--- config.mk ---
export PLATFORM = sky130hd
export DESIGN_NAME = chol_fifo
export DESIGN_NICKNAME = d
export VERILOG_FILES = /design/src/rtl/core/chol_pkg.sv /design/src/rtl/core/chol_fifo.sv
export SDC_FILE = /design/constraint.sdc
export NUM_CORES = 1
export LEC_CHECK = 0
export BUFFER_PORTS_ARGS = -buffer_cell sky130_fd_sc_hd__buf_2
export CAP_MARGIN = 30
export CORE_UTILIZATION = 46
export DETAILED_ROUTE_END_ITERATION = 16
export PLACE_DENSITY = 0.71
export SLEW_MARGIN = 20
export SYNTH_ARGS = -nofsm -noshare
export SYNTH_HDL_FRONTEND = slang
export SYNTH_SLANG_ARGS = --single-unit
--- constraint.sdc ---
create_clock -name clk_i -period 3.3 [get_ports clk_i]
set_input_delay 0.66 -clock clk_i [delete_from_list [all_inputs] [get_ports clk_i]]
set_output_delay 0.66 -clock clk_i [all_outputs]
set_load 0.02 [all_outputs]
--- src/rtl/core/chol_pkg.sv ---
// Shared constants and the command beat passed from the front end to the sequencer.
package chol_pkg;

  localparam int MAX_DIM_DEF   = 8;
  localparam int FRAC_BITS_DEF = 16;
  localparam int SIZE_W        = 4;
  localparam int IDX_W         = 3;
  localparam int DATA_W        = 32;
  localparam int ACC_W         = 64;
  localparam int FIFO_DEPTH    = 2;

  typedef struct packed {
    logic                     wr_en;
    logic [IDX_W-1:0]         row;
    logic [IDX_W-1:0]         col;
    logic signed [DATA_W-1:0] value;
    logic                     start;
  } chol_cmd_t;

endpackage

--- src/rtl/core/chol_fifo.sv ---
// Short command queue between the front end and the sequencer.
module chol_fifo (
  input  logic                clk_i,
  input  logic                rst_ni,
  input  logic                push_i,
  input  chol_pkg::chol_cmd_t cmd_i,
  output logic                full_o,
  input  logic                pop_i,
  output chol_pkg::chol_cmd_t cmd_o,
  output logic                empty_o
);
  import chol_pkg::*;

  localparam int PTR_W = (FIFO_DEPTH > 1) ? $clog2(FIFO_DEPTH) : 1;
  localparam int CNT_W = $clog2(FIFO_DEPTH + 1);

  chol_cmd_t        buf_q [FIFO_DEPTH];
  logic [PTR_W-1:0] wptr_q, rptr_q;
  logic [CNT_W-1:0] cnt_q;
  logic             do_push, do_pop;

  assign full_o  = (cnt_q == CNT_W'(FIFO_DEPTH));
  assign empty_o = (cnt_q == '0);
  assign cmd_o   = buf_q[rptr_q];
  assign do_push = push_i && !full_o;
  assign do_pop  = pop_i && !empty_o;

  always_ff @(posedge clk_i) begin
    if (do_push) begin
      buf_q[wptr_q] <= cmd_i;
    end
  end

  always_ff @(posedge clk_i or negedge rst_ni) begin
    if (!rst_ni) begin
      wptr_q <= '0;
      rptr_q <= '0;
      cnt_q  <= '0;
    end else begin
      if (do_push) begin
        wptr_q <= (wptr_q == PTR_W'(FIFO_DEPTH - 1)) ? '0 : wptr_q + PTR_W'(1);
      end
      if (do_pop) begin
        rptr_q <= (rptr_q == PTR_W'(FIFO_DEPTH - 1)) ? '0 : rptr_q + PTR_W'(1);
      end
      if (do_push && !do_pop) begin
        cnt_q <= cnt_q + CNT_W'(1);
      end else if (do_pop && !do_push) begin
        cnt_q <= cnt_q - CNT_W'(1);
      end
    end
  end

endmodule

==> out/results.ini <==
[status]
status=finished clean

[power_and_ir_drop]
vdd_drop_max_uv=532
p_leak_uw=0.00163
power_switching_uw=1160
power_frac_clock=0.186
seqPwrFrac=0.439
p_int_uw=2440
powerDensity_mw_per_mm2=901
pwr-share-comb=0.376
switching_share=0.322

[worst_setup_path]
regToRegSetupSlack_ns=1.50
cp-start-kind=flip-flop
path_max_fanout=28
timing.rr.start=cnt_q[0]
worstReg2RegEnd=buf_q[0][35]
end_kind=primary output
crit_arrival_ns=1.79
cp.required_ns=2.64
r2r_cells=4
critPathKind=reg2out

[floorplan]
fp-row-count=30
top_level_ports=86
die_y_um=86.5
initial_utilization=0.481
dieArea_mm2=0.00749
coreArea_mm2=0.00683
die_width_um=86.5

[timing]
relSlewSlack=0.596
post-route-period-util=0.743
setup_violations=0
fmax_mhz=408
worst_slack_ns=0.849
slew_violations=0
period_needed_ns=2.45
hold_viol=0
worst-slew-pin-transition_ns=0.604
fin_skew_ns=0.00390
tns_ns=0
rsz0062_at_grt=no

[logic_synthesis]
syn_nets=189
synth_cells=144
ys_types=15
ys_ff_latch=84
syn_avg_cell_area_um2=22.8
syn-cell-area_mm2=0.00329
yosysWarnings=0
ys_seq_area_frac=0.761

[route]
drtIter0Drc=48
via_per_inst=4.57
routed-via-count=1548
ant_nets=0
avgRoutedWirePerCell_um=14.8
first_pass_iters=4
drc=0
wirelength_mm=5.02

[grt]
antenna_found_initial=0
grt_pass1_wl_mm=7.65
grt_pass1_vias=1533
grt_start_max_net_pins=41
gr-total-overflow=0
grt_usage=0.143

[clock_network]
post_cts_buffers=0
clk_pin_slew_worst_paths_ns=0.08
clock-root-buffer=clkbuf_8
cts_tree=built
clockBufferDepth=2
cts.sinks=84
numCtsBuffers=9
clk_latency_ns=0.33
htree_levels=3
cts_resized=0
cts_hold_buf=0

[worst_hold_path]
hold_class=in2async

[job]
max_cap_viol_count=0

[layout]
final_nets=283
n_antenna_cell=0
final_cell_mix=85 x buf_2, 80 x edfxtp_1, 39 x mux2_4
layout_commonest_cell=buf_2
drive_above_1_share=0.593
synthToLayoutAreaGrowth_pct=21.7
postLayoutCoreUtil=0.586

[placed_design]
place_congestion=0.654
place_hpwl_mm=3.31
port_buffers=85
place_ws_ns=1.19

==> power groups by stage <==
stage	sequential [uW]	combinational (uW)	clock [uW]
2_1_floorplan	1550	1120	0
3_3_place_gp	1600	1340	0
3_5_place_dp	1610	1340	0
4_1_cts	1590	1350	701
5_1_grt	1610	1440	740
6_report	1580	1350	669
==> layer usage <==
metal	vias to the layer above	share of wire	global-route usage
li1	744	-	-
met1	756	0.43	0.178
met2	42	0.52	0.234
met3	6	0.034	0.0295
met4	0	0.014	0.0773
met5	-	0	0
==> registers in the layout, indices dropped and copies added, names as in the netlist <==
signal / cells
wptr_q: 1
buf_q: 80
rptr_q: 1
cnt_q: 2
==> worst max-delay path by stage <==
stage                        to  cells after the start  slack (ns)    from
floorplan           buf_q[0][0]                      2        0.43  push_i
global placement      cmd_o[15]                      3        1.20  rptr_q
detailed placement    cmd_o[15]                      3        1.19  rptr_q
CTS                   cmd_o[15]                      3        0.81  rptr_q
global route          cmd_o[15]                      3        0.76  rptr_q
finish                cmd_o[15]                      3        0.85  rptr_q
==> per-stage QoR <==
stage	cell area (um2)	std cells	hold slack, ns	total power, uW
6_report	4000	339	0.124	3600
3_3_place_gp	3790	322	0.473	2940
2_1_floorplan	3290	144	0.364	2670
3_5_place_dp	3790	322	0.474	2960
4_1_cts	3970	338	0.100	3640
5_1_grt	4000	339	0.101	3790
==> worst max-delay path: stages, from the launching register on <==
cell     delay (ns)
dfrtp_2        0.65
buf_12         0.30
mux2_4         0.34
buf_2          0.16
==> cells in the mapped netlist (all sizes together) <==
cell type | instances | area share
xnor2 | 3 | 0.0080
nand2 | 1 | 0.0011
inv | 2 | 0.0023
nand2b | 1 | 0.0019
ha | 1 | 0.0038
dfrtp | 4 | 0.030
nor2 | 3 | 0.0034
buf | 5 | 0.028
mux2 | 40 | 0.18
and3 | 1 | 0.0019
o21ai | 1 | 0.0015
xor2 | 2 | 0.0053
edfxtp | 80 | 0.73
==> area by class of cell <==
class	count	area (um2)
multi-input cells	53	694
clock buffers	10	128
well taps	96	120
fillers	555	2830
flip-flops and latches	84	2500
clock inverters	6	55.1
inverters	2	7.51
repair buffers	88	493
==> cell families after synthesis <==
group,share of synthesized area
flip-flops,0.761
buffers and inverters,0.0301
AO/OA/AOI/OAI,0.00152
XOR/XNOR,0.0133
adder cells (fa/ha/maj),0.00381
AND/OR/NAND/NOR,0.00838
multiplexers,0.182
(Power assumes the default switching activity.)
