[config.mk]
export PLATFORM = sky130hd
export DESIGN_NAME = chol_front_flat
export DESIGN_NICKNAME = d
export VERILOG_FILES = /design/src/rtl/core/chol_pkg.sv /design/src/rtl/core/chol_if.sv /design/src/rtl/core/chol_front.sv /design/src/flat_wrapper.sv
export SDC_FILE = /design/constraint.sdc
export NUM_CORES = 1
export LEC_CHECK = 0
export BUFFER_PORTS_ARGS = -buffer_cell sky130_fd_sc_hd__buf_4
export CORE_MARGIN = 4
export CORE_UTILIZATION = 28
export DETAILED_ROUTE_END_ITERATION = 8
export PLACE_DENSITY_LB_ADDON = 0.15
export SYNTH_ARGS = -nofsm -noshare
export SYNTH_HDL_FRONTEND = slang
export SYNTH_SLANG_ARGS = --single-unit
[constraint.sdc]
create_clock -name vclk -period 4.61
set_input_delay 1.383 -clock vclk [all_inputs]
set_output_delay 1.383 -clock vclk [all_outputs]
set_load 0.02 [all_outputs]
[src/rtl/core/chol_pkg.sv]
// Shared constants and the command beat passed from the front end to the sequencer.
package chol_pkg;

  localparam int MAX_DIM_DEF   = 8;
  localparam int FRAC_BITS_DEF = 16;
  localparam int SIZE_W        = 4;
  localparam int IDX_W         = 3;
  localparam int DATA_W        = 32;
  localparam int ACC_W         = 64;
  localparam int FIFO_DEPTH    = 2;

  typedef struct packed {
    logic                     wr_en;
    logic [IDX_W-1:0]         row;
    logic [IDX_W-1:0]         col;
    logic signed [DATA_W-1:0] value;
    logic                     start;
  } chol_cmd_t;

endpackage

[src/rtl/core/chol_if.sv]
// Valid/ready channel interfaces for matrix element input and factor output.
interface chol_in_if;
  import chol_pkg::*;
  logic                     valid;
  logic                     ready;
  logic [IDX_W-1:0]         row_index;
  logic [IDX_W-1:0]         col_index;
  logic signed [DATA_W-1:0] element_value;
  logic                     load_done;

  modport source (output valid, row_index, col_index, element_value, load_done,
                  input ready);
  modport sink (input valid, row_index, col_index, element_value, load_done,
                output ready);
endinterface


[src/rtl/core/chol_front.sv]
// Input front end: mirrors upper-triangle elements, range-checks and queues each beat.
module chol_front #(
  parameter int MAX_DIM = chol_pkg::MAX_DIM_DEF
) (
  chol_in_if.sink             in_chan,
  input  logic                full_i,
  output logic                push_o,
  output chol_pkg::chol_cmd_t cmd_o
);
  import chol_pkg::*;

  logic             swap;
  logic [IDX_W-1:0] row, col;

  assign swap = in_chan.col_index > in_chan.row_index;
  assign row  = swap ? in_chan.col_index : in_chan.row_index;
  assign col  = swap ? in_chan.row_index : in_chan.col_index;

  assign in_chan.ready = !full_i;
  assign push_o        = in_chan.valid && !full_i;

  always_comb begin
    cmd_o.wr_en = (int'(row) < MAX_DIM);
    cmd_o.row   = row;
    cmd_o.col   = col;
    cmd_o.value = in_chan.element_value;
    cmd_o.start = in_chan.load_done;
  end

endmodule

[src/flat_wrapper.sv]
// flat-port wrapper written by rule: the top's interface ports become plain ports
module chol_front_flat import chol_pkg::*;
#(
  parameter int MAX_DIM = chol_pkg::MAX_DIM_DEF
)
  (full_i, push_o, cmd_o, in_chan_valid, in_chan_row_index, in_chan_col_index, in_chan_element_value, in_chan_load_done, in_chan_ready);
  chol_in_if in_chan_i ();
  input  logic full_i;
  output logic push_o;
  output chol_pkg::chol_cmd_t cmd_o;
  input wire logic [$bits(in_chan_i.valid)-1:0] in_chan_valid;
  input wire logic [$bits(in_chan_i.row_index)-1:0] in_chan_row_index;
  input wire logic [$bits(in_chan_i.col_index)-1:0] in_chan_col_index;
  input wire logic [$bits(in_chan_i.element_value)-1:0] in_chan_element_value;
  input wire logic [$bits(in_chan_i.load_done)-1:0] in_chan_load_done;
  output wire logic [$bits(in_chan_i.ready)-1:0] in_chan_ready;
  assign in_chan_i.valid = in_chan_valid;
  assign in_chan_i.row_index = in_chan_row_index;
  assign in_chan_i.col_index = in_chan_col_index;
  assign in_chan_i.element_value = in_chan_element_value;
  assign in_chan_i.load_done = in_chan_load_done;
  assign in_chan_ready = in_chan_i.ready;
  chol_front #(.MAX_DIM(MAX_DIM)) u_core (.in_chan(in_chan_i), .full_i(full_i), .push_o(push_o), .cmd_o(cmd_o));
endmodule
==> flow_metrics.tcl <==
set metrics [dict create \
    fin_cells 52 \
    critical_path_class "input port to output port" \
    viasPerCell 4.04 \
    hold_violations 0 \
    max_stage_delay_ps 340 \
    drive_above_1_share_pct 51.4 \
    grt_max_degree 5 \
    cts_setup_buffers 0 \
    num_rows 13 \
    dr.pass1.iters 2 \
    syn_inst 55 \
    syn-cell-area_um2 412 \
    fillerInstances 161 \
    fin_crit_ps 4100 \
    start_util_pct 30.5 \
    hp-class "input port to output port" \
    holdBufCountCts 0 \
    finalCritPeriodShare_pct 89.0 \
    dp.cells 52 \
    port_buffers 16 \
    path_cells "buf_4 > ha_1 > a21oi_1 > o21ai_2 > nand2_2 > mux2_1 > buf_4" \
    die_x_um 46.3 \
    setup_viol 0 \
    leakagePower_nw 0.161 \
    clock.fmax_ghz 0.244 \
    cts_resized 0 \
    gp_congestion 0.577 \
    cap_violations 0 \
    seq_cells 0 \
    vias 210 \
    diodes 0 \
    synth_cell_types 13 \
    synth_area_leaders "buf_4 62%, mux2_1 11%, ha_1 9.1%, inv_1 3.6%, mux2_2 2.7%" \
    synth-seq-area-share_pct 0 \
    vdd_drop_max_mv 0.0413 \
    grt_pass1_wl_um 765 \
    overflow 0 \
    crit_arrival_ps 2720 \
    grt_setup_unrepaired "false" \
    dpl_worst_slack_ps 500 \
    synth_common_cells "34 x buf_4, 4 x inv_1, 4 x mux2_1" \
    io_pins 83 \
    dp_hpwl_um 470 \
    grt_usage_pct 4.48 \
    post-synth-top-area-cell "buf_4" \
    powerDensity_nw_per_um2 153 \
    synth_warnings 0 \
    antenna_found_initial 0 \
    drt_wl_total_um 534 \
    hp-start "in_chan_load_done" \
    n_clock_buffer 0 \
    worstPathMaxFanout 4 \
    core_um2 1350 \
    startpoint_type "input port" \
    fp.dieH_um 46.3 \
    drt_iter0_drc 1 \
    drc 0 \
    layout_setup_ws_ps 507 \
    status "completed" \
    route.antenna.remaining_nets 0 \
    slowest_stage "mux2_1" \
    drv_slew 0 \
    whs_ps 2770 \
    cp-end-kind "output port" \
    nets 83 \
    min_path_cells 0 \
    wl_per_cell_um 10.3 \
    syn_area_per_cell_um2 7.48 \
    worst_ep_required_time_ps 3230 \
    synth_most_common_cell "buf_4" \
    grt_pass1_vias 188 \
    setup-tns-final_ps 0 \
    netlist.area_leader.share_pct 62.0 \
    synthToLayoutAreaGrowth_pct -28.3 \
    syn_nets 99 \
    dieArea_um2 2150 \
    crit_top_cell "buf_4" \
    hold_end "cmd_o[0]" \
    regArea_um2 0 \
]
cell usage in the layout (no fill, tap or decap), drive strengths merged:
master and count:
a21oi 1, buf 16, conb 1, ha 3, inv 4, mux2 5
nand2 3, nand3 1, nor2b 1, o21ai 2
routing by layer:
layer / global-route usage [%] / up-vias / part of all wire [%]
met5: 0 / - / 0
met4: 2.84 / 0 / 2.4
met3: 1.56 / 6 / 22
met2: 7.42 / 16 / 45
met1: 4.77 / 87 / 31
li1: - / 101 / -
worst max-delay path: cells and delay by family:
family | cells | cell delay [ps]
and+or+nand+nor | 1 | 120
adders and majority gates | 1 | 310
buffers and inverters | 2 | 280
muxes | 1 | 340
AOI/OAI and AO/OA | 2 | 280
metrics by stage:
step	total power [mW]	cell area [um^2]	util [%]
2_1_floorplan	0.0685	412	-
3_3_place_gp	0.0452	295	21.9
3_5_place_dp	0.0458	295	21.9
4_1_cts	0.0460	295	21.9
5_1_grt	0.0496	295	21.9
6_report	0.0452	295	21.9
kinds of logic (layout without fill, tap and decap cells):
group	Yosys count	after routing	synth area share, %
AO/OA/AOI/OAI	3	3	4.56
other	1	1	0.911
AND/OR/NAND/NOR	5	5	6.08
multiplexers	5	5	13.7
buffers and inverters	38	20	65.7
adder cells (fa/ha/maj)	3	3	9.12
power by group:
part	internal, mW	total (mW)	switching (mW)	leakage [nW]
clock network	0	0	0	0
logic	0.0218	0.0452	0.0234	0.161
registers	0	0	0	0
total	0.0218	0.0452	0.0234	0.161
worst max-delay path by stage:
stage	slack, ps	to	depth (start not counted)	start
floorplan	740	cmd_o[33]	6	in_chan_row_index[2]
global placement	520	cmd_o[34]	7	in_chan_col_index[2]
detailed placement	500	cmd_o[34]	7	in_chan_col_index[2]
CTS	500	cmd_o[34]	7	in_chan_col_index[2]
global route	400	cmd_o[37]	8	in_chan_row_index[2]
finish	510	cmd_o[34]	7	in_chan_col_index[2]
cell type report:
cell class | count | area (um^2) | share of cell area, %
Inverter | 4 | 15.0 | 5.08
Timing Repair Buffer | 16 | 120 | 40.7
Tap cell | 15 | 18.8 | 6.36
Multi-Input combinational cell | 17 | 141 | 47.9
No activity file was read; power rests on OpenSTA's default activity.
